<file path="src/rtl/alt_pkg.sv">
// package for the array list table engine
// field widths, operation and status codes, default capacity; no dependencies
package alt_pkg;

  localparam int OP_W  = 3;
  localparam int POS_W = 7;
  localparam int VAL_W = 32;
  localparam int LEN_W = 7;
  localparam int ST_W  = 2;

  localparam int CAPACITY_DEF = 64;

  localparam logic [OP_W-1:0] OP_READ   = 3'd0;
  localparam logic [OP_W-1:0] OP_WRITE  = 3'd1;
  localparam logic [OP_W-1:0] OP_INSERT = 3'd2;
  localparam logic [OP_W-1:0] OP_DELETE = 3'd3;
  localparam logic [OP_W-1:0] OP_SORT   = 3'd4;

  localparam logic [ST_W-1:0] ST_OK    = 2'd0;
  localparam logic [ST_W-1:0] ST_RANGE = 2'd1;
  localparam logic [ST_W-1:0] ST_FULL  = 2'd2;

endpackage

</file>
<file path="src/rtl/alt_cmd_if.sv">
// command channel of the array list table engine
// valid/ready plus operation, position and value; uses alt_pkg
interface alt_cmd_if;
  logic                             valid;
  logic                             ready;
  logic [alt_pkg::OP_W-1:0]         operation;
  logic [alt_pkg::POS_W-1:0]        position;
  logic signed [alt_pkg::VAL_W-1:0] value;

  modport source(output valid, output operation, output position, output value,
                 input ready);
  modport sink(input valid, input operation, input position, input value,
               output ready);
endinterface

</file>
<file path="src/rtl/alt_rsp_if.sv">
// response channel of the array list table engine
// valid/ready plus read value, length and status; uses alt_pkg
interface alt_rsp_if;
  logic                             valid;
  logic                             ready;
  logic signed [alt_pkg::VAL_W-1:0] read_value;
  logic [alt_pkg::LEN_W-1:0]        length;
  logic [alt_pkg::ST_W-1:0]         status;

  modport source(output valid, output read_value, output length, output status,
                 input ready);
  modport sink(input valid, input read_value, input length, input status,
               output ready);
endinterface

</file>
<file path="src/rtl/array_list_table_engine.sv">
// channel | dir | payload                              | transfer when
// cmd     | in  | operation, position, value           | cmd.valid && cmd.ready
// rsp     | out | read_value, length, status           | rsp.valid && rsp.ready
//
// one command at a time; n = length before the command, p = position
// read waits on the registered memory; overwrite and rejected commands respond directly
// insert moves p..n up, delete moves p+1..n down (none for append or deleting n)
// one read, one write per move; sort makes one compare a cycle on the single read port
// synchronous reset empties the list; a stalled response holds the next result back
// top level: list memory, shift and sort sequencer; uses alt_pkg, alt_cmd_if, alt_rsp_if
module array_list_table_engine #(
  parameter int CAPACITY = alt_pkg::CAPACITY_DEF
) (
  input logic       clk,
  input logic       rst,
  alt_cmd_if.sink   cmd,
  alt_rsp_if.source rsp
);

  localparam int AW = $clog2(CAPACITY);
  localparam int CW = $clog2(CAPACITY + 1);
  localparam int XW = ((CW > alt_pkg::POS_W) ? CW : alt_pkg::POS_W) + 1;
  localparam int DW = CW + 1;
  localparam int VW = alt_pkg::VAL_W;
  localparam int LW = alt_pkg::LEN_W;

  typedef enum logic [8:0] {
    S_IDLE    = 9'b000000001,
    S_RD_WAIT = 9'b000000010,
    S_SH_RD   = 9'b000000100,
    S_SH_WR   = 9'b000001000,
    S_SH_FIN  = 9'b000010000,
    S_SO_GET  = 9'b000100000,
    S_SO_CMP  = 9'b001000000,
    S_SO_WI   = 9'b010000000,
    S_DONE    = 9'b100000000
  } state_t;

  state_t state, state_next;

  logic [CW-1:0]                count, count_next;
  logic [AW-1:0]                dst, dst_next;
  logic [AW-1:0]                tgt, tgt_next;
  logic                         ins, ins_next;
  logic [AW-1:0]                ii, ii_next;
  logic [AW-1:0]                jj, jj_next;
  logic signed [VW-1:0]         cur, cur_next;
  logic signed [VW-1:0]         val, val_next;
  logic signed [VW-1:0]         res_rd, res_rd_next;
  logic [alt_pkg::ST_W-1:0]     res_st, res_st_next;

  logic signed [VW-1:0] mem [CAPACITY];
  logic signed [VW-1:0] rdata;
  logic                 mem_we;
  logic [AW-1:0]        mem_waddr;
  logic [AW-1:0]        mem_raddr;
  logic signed [VW-1:0] mem_wdata;

  logic [XW-1:0] pos_x;
  logic [XW-1:0] cnt_x;
  logic [AW-1:0] pos_m1;
  logic          in_range;
  logic          ins_ok;
  logic          full;
  logic          rsp_free;

  assign pos_x    = XW'(cmd.position);
  assign cnt_x    = XW'(count);
  assign pos_m1   = AW'(pos_x - XW'(1));
  assign in_range = (pos_x != '0) && (pos_x <= cnt_x);
  assign ins_ok   = (pos_x != '0) && (pos_x <= cnt_x + XW'(1));
  assign full     = (cnt_x == XW'(CAPACITY));
  assign rsp_free = !rsp.valid || rsp.ready;

  assign cmd.ready = (state == S_IDLE);

  always_comb begin
    state_next  = state;
    count_next  = count;
    dst_next    = dst;
    tgt_next    = tgt;
    ins_next    = ins;
    ii_next     = ii;
    jj_next     = jj;
    cur_next    = cur;
    val_next    = val;
    res_rd_next = res_rd;
    res_st_next = res_st;
    mem_we      = 1'b0;
    mem_waddr   = dst;
    mem_wdata   = rdata;
    mem_raddr   = dst;
    unique case (state)
      S_IDLE: begin
        if (cmd.valid) begin
          res_rd_next = '0;
          res_st_next = alt_pkg::ST_OK;
          val_next    = cmd.value;
          tgt_next    = pos_m1;
          ins_next    = (cmd.operation == alt_pkg::OP_INSERT);
          state_next  = S_DONE;
          unique case (cmd.operation)
            alt_pkg::OP_READ: begin
              if (in_range) begin
                mem_raddr  = pos_m1;
                state_next = S_RD_WAIT;
              end else begin
                res_st_next = alt_pkg::ST_RANGE;
              end
            end
            alt_pkg::OP_WRITE: begin
              if (in_range) begin
                mem_we    = 1'b1;
                mem_waddr = pos_m1;
                mem_wdata = cmd.value;
              end else begin
                res_st_next = alt_pkg::ST_RANGE;
              end
            end
            alt_pkg::OP_INSERT: begin
              priority if (full) begin
                res_st_next = alt_pkg::ST_FULL;
              end else if (ins_ok) begin
                if (pos_x == cnt_x + XW'(1)) begin
                  mem_we     = 1'b1;
                  mem_waddr  = pos_m1;
                  mem_wdata  = cmd.value;
                  count_next = count + CW'(1);
                end else begin
                  dst_next   = AW'(count);
                  state_next = S_SH_RD;
                end
              end else begin
                res_st_next = alt_pkg::ST_RANGE;
              end
            end
            alt_pkg::OP_DELETE: begin
              if (in_range) begin
                if (pos_x == cnt_x) begin
                  count_next = count - CW'(1);
                end else begin
                  dst_next   = pos_m1;
                  state_next = S_SH_RD;
                end
              end else begin
                res_st_next = alt_pkg::ST_RANGE;
              end
            end
            alt_pkg::OP_SORT: begin
              if (cnt_x >= XW'(2)) begin
                mem_raddr  = '0;
                ii_next    = '0;
                jj_next    = AW'(1);
                state_next = S_SO_GET;
              end
            end
            default: begin
            end
          endcase
        end
      end
      S_RD_WAIT: begin
        res_rd_next = rdata;
        state_next  = S_DONE;
      end
      S_SH_RD: begin
        mem_raddr  = ins ? (dst - AW'(1)) : (dst + AW'(1));
        state_next = S_SH_WR;
      end
      S_SH_WR: begin
        mem_we    = 1'b1;
        mem_waddr = dst;
        mem_wdata = rdata;
        if (ins) begin
          dst_next   = dst - AW'(1);
          state_next = ((dst - AW'(1)) == tgt) ? S_SH_FIN : S_SH_RD;
        end else begin
          dst_next = dst + AW'(1);
          if (DW'(dst) + DW'(2) == DW'(count)) begin
            count_next = count - CW'(1);
            state_next = S_DONE;
          end else begin
            state_next = S_SH_RD;
          end
        end
      end
      S_SH_FIN: begin
        mem_we     = 1'b1;
        mem_waddr  = tgt;
        mem_wdata  = val;
        count_next = count + CW'(1);
        state_next = S_DONE;
      end
      S_SO_GET: begin
        cur_next   = rdata;
        mem_raddr  = jj;
        state_next = S_SO_CMP;
      end
      S_SO_CMP: begin
        mem_raddr = jj + AW'(1);
        if (cur > rdata) begin
          mem_we    = 1'b1;
          mem_waddr = jj;
          mem_wdata = cur;
          cur_next  = rdata;
        end
        if (DW'(jj) + DW'(1) == DW'(count)) begin
          state_next = S_SO_WI;
        end else begin
          jj_next = jj + AW'(1);
        end
      end
      S_SO_WI: begin
        mem_we    = 1'b1;
        mem_waddr = ii;
        mem_wdata = cur;
        if (DW'(ii) + DW'(2) == DW'(count)) begin
          state_next = S_DONE;
        end else begin
          mem_raddr  = ii + AW'(1);
          ii_next    = ii + AW'(1);
          jj_next    = ii + AW'(2);
          state_next = S_SO_GET;
        end
      end
      S_DONE: begin
        if (rsp_free) begin
          state_next = S_IDLE;
        end
      end
      default: begin
        state_next = S_IDLE;
      end
    endcase
  end

  // list memory, one write and one registered read per cycle
  always_ff @(posedge clk) begin
    if (mem_we) begin
      mem[mem_waddr] <= mem_wdata;
    end
    rdata <= mem[mem_raddr];
  end

  always_ff @(posedge clk) begin
    if (rst) begin
      state <= S_IDLE;
      count <= '0;
    end else begin
      state <= state_next;
      count <= count_next;
    end
  end

  always_ff @(posedge clk) begin
    dst    <= dst_next;
    tgt    <= tgt_next;
    ins    <= ins_next;
    ii     <= ii_next;
    jj     <= jj_next;
    cur    <= cur_next;
    val    <= val_next;
    res_rd <= res_rd_next;
    res_st <= res_st_next;
  end

  // response register
  always_ff @(posedge clk) begin
    if (rst) begin
      rsp.valid <= 1'b0;
    end else if ((state == S_DONE) && rsp_free) begin
      rsp.valid <= 1'b1;
    end else if (rsp.ready) begin
      rsp.valid <= 1'b0;
    end
  end

  always_ff @(posedge clk) begin
    if ((state == S_DONE) && rsp_free) begin
      rsp.read_value <= res_rd;
      rsp.length     <= LW'(count);
      rsp.status     <= res_st;
    end
  end

endmodule

</file>
<file path="src/flat_wrapper.sv">
// flat-port wrapper written by rule: the top's interface ports become plain ports
module array_list_table_engine_flat 
#(
  parameter int CAPACITY = alt_pkg::CAPACITY_DEF
)
  (clk, rst, cmd_valid, cmd_operation, cmd_position, cmd_value, cmd_ready, rsp_valid, rsp_read_value, rsp_length, rsp_status, rsp_ready);
  alt_cmd_if cmd_i ();
  alt_rsp_if rsp_i ();
  input logic clk;
  input logic rst;
  input wire logic [$bits(cmd_i.valid)-1:0] cmd_valid;
  input wire logic [$bits(cmd_i.operation)-1:0] cmd_operation;
  input wire logic [$bits(cmd_i.position)-1:0] cmd_position;
  input wire logic [$bits(cmd_i.value)-1:0] cmd_value;
  output wire logic [$bits(cmd_i.ready)-1:0] cmd_ready;
  output wire logic [$bits(rsp_i.valid)-1:0] rsp_valid;
  output wire logic [$bits(rsp_i.read_value)-1:0] rsp_read_value;
  output wire logic [$bits(rsp_i.length)-1:0] rsp_length;
  output wire logic [$bits(rsp_i.status)-1:0] rsp_status;
  input wire logic [$bits(rsp_i.ready)-1:0] rsp_ready;
  assign cmd_i.valid = cmd_valid;
  assign cmd_i.operation = cmd_operation;
  assign cmd_i.position = cmd_position;
  assign cmd_i.value = cmd_value;
  assign cmd_ready = cmd_i.ready;
  assign rsp_valid = rsp_i.valid;
  assign rsp_read_value = rsp_i.read_value;
  assign rsp_length = rsp_i.length;
  assign rsp_status = rsp_i.status;
  assign rsp_i.ready = rsp_ready;
  array_list_table_engine #(.CAPACITY(CAPACITY)) u_core (.clk(clk), .rst(rst), .cmd(cmd_i), .rsp(rsp_i));
endmodule
</file>
<file path="config.mk">
export PLATFORM = sky130hd
export DESIGN_NAME = array_list_table_engine_flat
export DESIGN_NICKNAME = d
export VERILOG_FILES = /design/src/rtl/alt_pkg.sv /design/src/rtl/alt_cmd_if.sv /design/src/rtl/alt_rsp_if.sv /design/src/rtl/array_list_table_engine.sv /design/src/flat_wrapper.sv
export SDC_FILE = /design/constraint.sdc
export NUM_CORES = 2
export LEC_CHECK = 0
export ABC_AREA = 0
export BUFFER_PORTS_ARGS = -buffer_cell sky130_fd_sc_hd__clkbuf_2
export CAP_MARGIN = 20
export CORE_MARGIN = 8
export CORE_UTILIZATION = 49
export CTS_CLUSTER_SIZE = 24
export DETAILED_ROUTE_END_ITERATION = 8
export PLACE_DENSITY = 0.65
export SETUP_SLACK_MARGIN = 0.15
export SLEW_MARGIN = 10
export SYNTH_ARGS = -nofsm -noshare
export SYNTH_HDL_FRONTEND = slang
export SYNTH_SLANG_ARGS = --single-unit
</file>
<file path="constraint.sdc">
create_clock -name clk -period 5.5 [get_ports clk]
set_clock_uncertainty 0.1 [all_clocks]
set_input_delay 0 -clock clk [delete_from_list [all_inputs] [get_ports clk]]
set_output_delay 0 -clock clk [all_outputs]
set_load 0.05 [all_outputs]
</file>
==> flow_metrics.py <==
metrics = {
    "sta": {
        "slew_headroom_pct": 22.2,
        "timing.final.crit_period_ps": 5300,
        "timing.final.crit_share_pct": 96.3,
        "hold_viol_final": 0,
        "rsz0062_at_grt": "yes",
        "max_freq_mhz": 189,
        "tns_ps": 0,
        "max_slew.worst_pin.slew_ps": 1170,
        "fin_ws_ps": 202,
        "finalSetupViolations": 0,
        "slew_violations": 0,
        "whs_ps": 114,
    },
    "logic_synthesis": {
        "synth-main-ff-cell": "edfxtp_1",
        "synth_common_cells": "edfxtp_1, nand2_1, a21oi_1, mux2i_1, nand3_1",
        "synth_most_common_cell": "edfxtp_1",
        "yosysWarnings": 0,
        "synth_nets": 6516,
        "synth-edff-count": 2212,
        "synthAdderAreaFrac_pct": 0.818,
        "avgSynthCellArea_um2": 14.3,
        "yosysTopAreaCell": "edfxtp_1",
        "yosysTopAreaCellShare_pct": 72.6,
        "synth_top_family_by_area": "compound AO/OA/AOI/OAI gates",
        "async_flop_share_pct": 0,
        "netlist_instances": 6411,
        "synthXorXnorAreaFrac_pct": 0.547,
        "ys_top_cells_by_area": "edfxtp_1, nand2_1, mux2i_1",
        "synth-compound-area-share_pct": 9.81,
        "synth-simple-area-share_pct": 8.36,
        "synthesis.area_um2": 91500,
        "synth_mux_area_share_pct": 4.36,
        "synth_cell_types": 88,
        "synth_seq_cells": 2261,
        "ys_seq_area_share_pct": 73.7,
    },
    "global_routing": {
        "grt_pass1_vias": 55800,
        "grt_pass1_wl_mm": 389,
        "grt_util_all_layers_pct": 26.2,
        "antenna_found_initial": 13,
        "grt_max_degree": 111,
        "globalRoute.totalOverflow": 0,
    },
    "floorplan": {
        "die-area_um2": 201000,
        "die_h_um": 448,
        "io_pins": 89,
        "core_area_um2": 185000,
        "rows": 158,
        "start_util_pct": 49.3,
        "chipWidth_um": 448,
    },
    "detailed_routing": {
        "wire_per_inst_um": 28.4,
        "viasPerCell": 6.17,
        "dr.first_iter.drc_count": 8245,
        "dr_total_vias": 58600,
        "final_antenna_net_count": 0,
        "wirelength_mm": 270,
        "post-route-drc-count": 0,
        "dr.pass1.iters": 6,
    },
    "setup_path": {
        "regToRegSetupSlack_ps": 200,
        "crit_path_end_kind": "flop",
        "cp.required_ps": 6120,
        "path_max_fanout": 40,
        "worstPathCellList": "inv_1 > ha_1 > nand4_1 > nor2_1 > a21o_1 > o311ai_0 > a21oi_1 > buf_4 > o311a_4 > buf_12 > buf_12 > a32oi_1 > a22oi_1 > o2111ai_2 > a211o_1",
        "slowest_delay_ps": 650,
        "endpoint": "u_core.rdata[0]$_DFF_P_",
        "path_depth": 15,
        "crit_top_cell": "buf_12",
        "crit_arrival_ps": 5920,
        "crit_buf_inv": 4,
        "r2r_start": "u_core.count[3]$_SDFFE_PP0P_",
        "startpoint": "u_core.count[3]$_SDFFE_PP0P_",
        "start_kind": "flop",
        "crit_slowest_cell": "a22oi_1",
        "r2r_cells": 15,
        "critical-path-top-delay-family": "compound AO/OA/AOI/OAI gates",
        "critical_path_class": "reg2reg",
        "rr_endpoint": "u_core.rdata[0]$_DFF_P_",
    },
    "clock_network": {
        "clock-sinks": 2261,
        "cts_root_buf": "clkbuf_16",
        "cts_tree": "yes",
        "cts.htree.levels": 4,
        "numCtsBuffers": 225,
        "clk_pin_slew_ps": 70,
        "insertion_delay_ps": 890,
        "cts_max_path_buffers": 3,
    },
    "power_and_ir_drop": {
        "ir_worst_vdd_uv": 1060,
        "leakage_nw": 36.4,
        "power.density_nw_per_um2": 697,
    },
    "cells_and_area": {
        "design_area_um2": 107000,
        "final_cells": 9493,
        "syn_to_final_growth_pct": 17.2,
        "num-nets-final": 6910,
        "layout-drive-gt1-share_pct": 14.5,
    },
    "place": {
        "place_inst": 8964,
        "dpl_worst_slack_ps": -452,
        "placed_cell_area_um2": 98600,
        "gp_congestion": 0.923,
        "hpwlAfterDp_mm": 163,
        "portBuffers": 88,
    },
    "run": {
        "cap_violations": 0,
    },
    "worst_hold_path": {
        "hold_path_class": "in2reg",
    },
    "run_status": {
        "outcome": "finished, final reports clean",
    },
}
[logic make-up (layout without fill, tap and decap cells)]
kind of cell	after synthesis	count (layout)
flops	2261	2261
simple gates	1773	1776
compound gates	1384	1384
buf+inv	481	1073
mux	398	398
fa+ha+maj	60	60
xor+xnor	54	54
other cells	0	7
[worst min-delay path by stage]
| stage | from | end | slack [ps] | cells after the start |
|---|---|---|---|---|
| after floorplan | cmd_value[0] | u_core.val[0]$_DFFE_PP_ | -1 | 0 |
| after global placement | cmd_value[21] | u_core.val[21]$_DFFE_PP_ | 100 | 1 |
| after detailed placement | cmd_value[6] | u_core.val[6]$_DFFE_PP_ | 100 | 1 |
| after CTS | cmd_position[0] | u_core.tgt[0]$_DFFE_PP_ | 30 | 3 |
| after global routing | cmd_position[0] | u_core.tgt[0]$_DFFE_PP_ | 100 | 3 |
| final | cmd_position[0] | u_core.tgt[0]$_DFFE_PP_ | 110 | 3 |
[tightest hold or removal path: cells and delay by family]
kind / cells / cell delay [ps]
buffers and inverters: 3 / 840
[registers in the layout, indices dropped and copies added (netlist names)]
| signal | count |
|---|---|
| u_core.rsp.valid | 1 |
| u_core.cur | 32 |
| u_core.rsp.status | 2 |
| u_core.ins | 1 |
| u_core.val | 32 |
| u_core.mem | 2048 |
| u_core.ii | 6 |
| u_core.rsp.read_value | 32 |
| u_core.res_st | 2 |
| u_core.dst | 6 |
| u_core.rsp.length | 7 |
| u_core.count | 7 |
| u_core.tgt | 6 |
| u_core.state | 9 |
| u_core.rdata | 32 |
| u_core.res_rd | 32 |
| u_core.jj | 6 |
[through the flow]
stage,util [%],total power [mW]
after floorplan,-,44.1
after global placement,53.2,58.4
after detailed placement,53.2,58.9
after CTS,57.8,74.4
after global routing,57.8,77.3
final,57.8,74.7
[final cells by class]
type | count | area (µm²)
Clock inverter | 136 | 1460
Sequential cell | 2261 | 67400
Inverter | 58 | 218
Clock buffer | 292 | 5990
Tap cell | 2480 | 3100
Fill cell | 14200 | 78200
Timing Repair Buffer | 587 | 5970
Multi-Input combinational cell | 3672 | 23000
Antenna cell | 7 | 17.5
[layer usage]
layer | track usage [%] | vias to the layer above | routed length (µm) | share of wire (%)
li1 | - | 25400 | - | -
met1 | 36.7 | 29500 | 108000 | 40
met2 | 41.4 | 3239 | 125000 | 46
met3 | 4.53 | 487 | 26100 | 9.7
met4 | 9.65 | 2 | 11000 | 4.1
met5 | 0 | - | 17 | 0.0063
[layout by cell type (no fill, tap or decap), types with 51 or more instances in the layout]
master         instances
o21ai_0              135
clkbuf_1              56
ha_1                  59
mux2i_1              395
a22oi_1               99
buf_4                287
edfxtp_1            2212
dlygate4sd3_1         88
a21oi_1              528
nand3_1              229
clkbuf_16            225
buf_12               123
nand2_1             1131
nor2_1               121
nor4_1                59
a221oi_1              70
o22ai_1              167
clkinv_1              51
inv_1                 57
a32oi_1              130
clkbuf_2              88
[where the power goes]
| part | leakage (nW) | internal, mW | total, mW | switching (mW) |
|---|---|---|---|---|
| logic | 12.3 | 9.29 | 32.7 | 23.4 |
| registers | 20.5 | 26.3 | 26.7 | 0.435 |
| clock network | 3.60 | 8.68 | 15.3 | 6.67 |
| total | 36.4 | 44.3 | 74.7 | 30.5 |
[timing repair]
item / in CTS / in global routing
cloned: 2 / 1
endpoints found under the setup margin: 23 / 13
pin swaps: 3 / 2
endpoints found under the hold margin: 453 / 0
gates resized for setup: 24 / 6
buffers inserted: 2 / 1
hold buffers: 88 / 0
(Power assumes the default switching activity.)
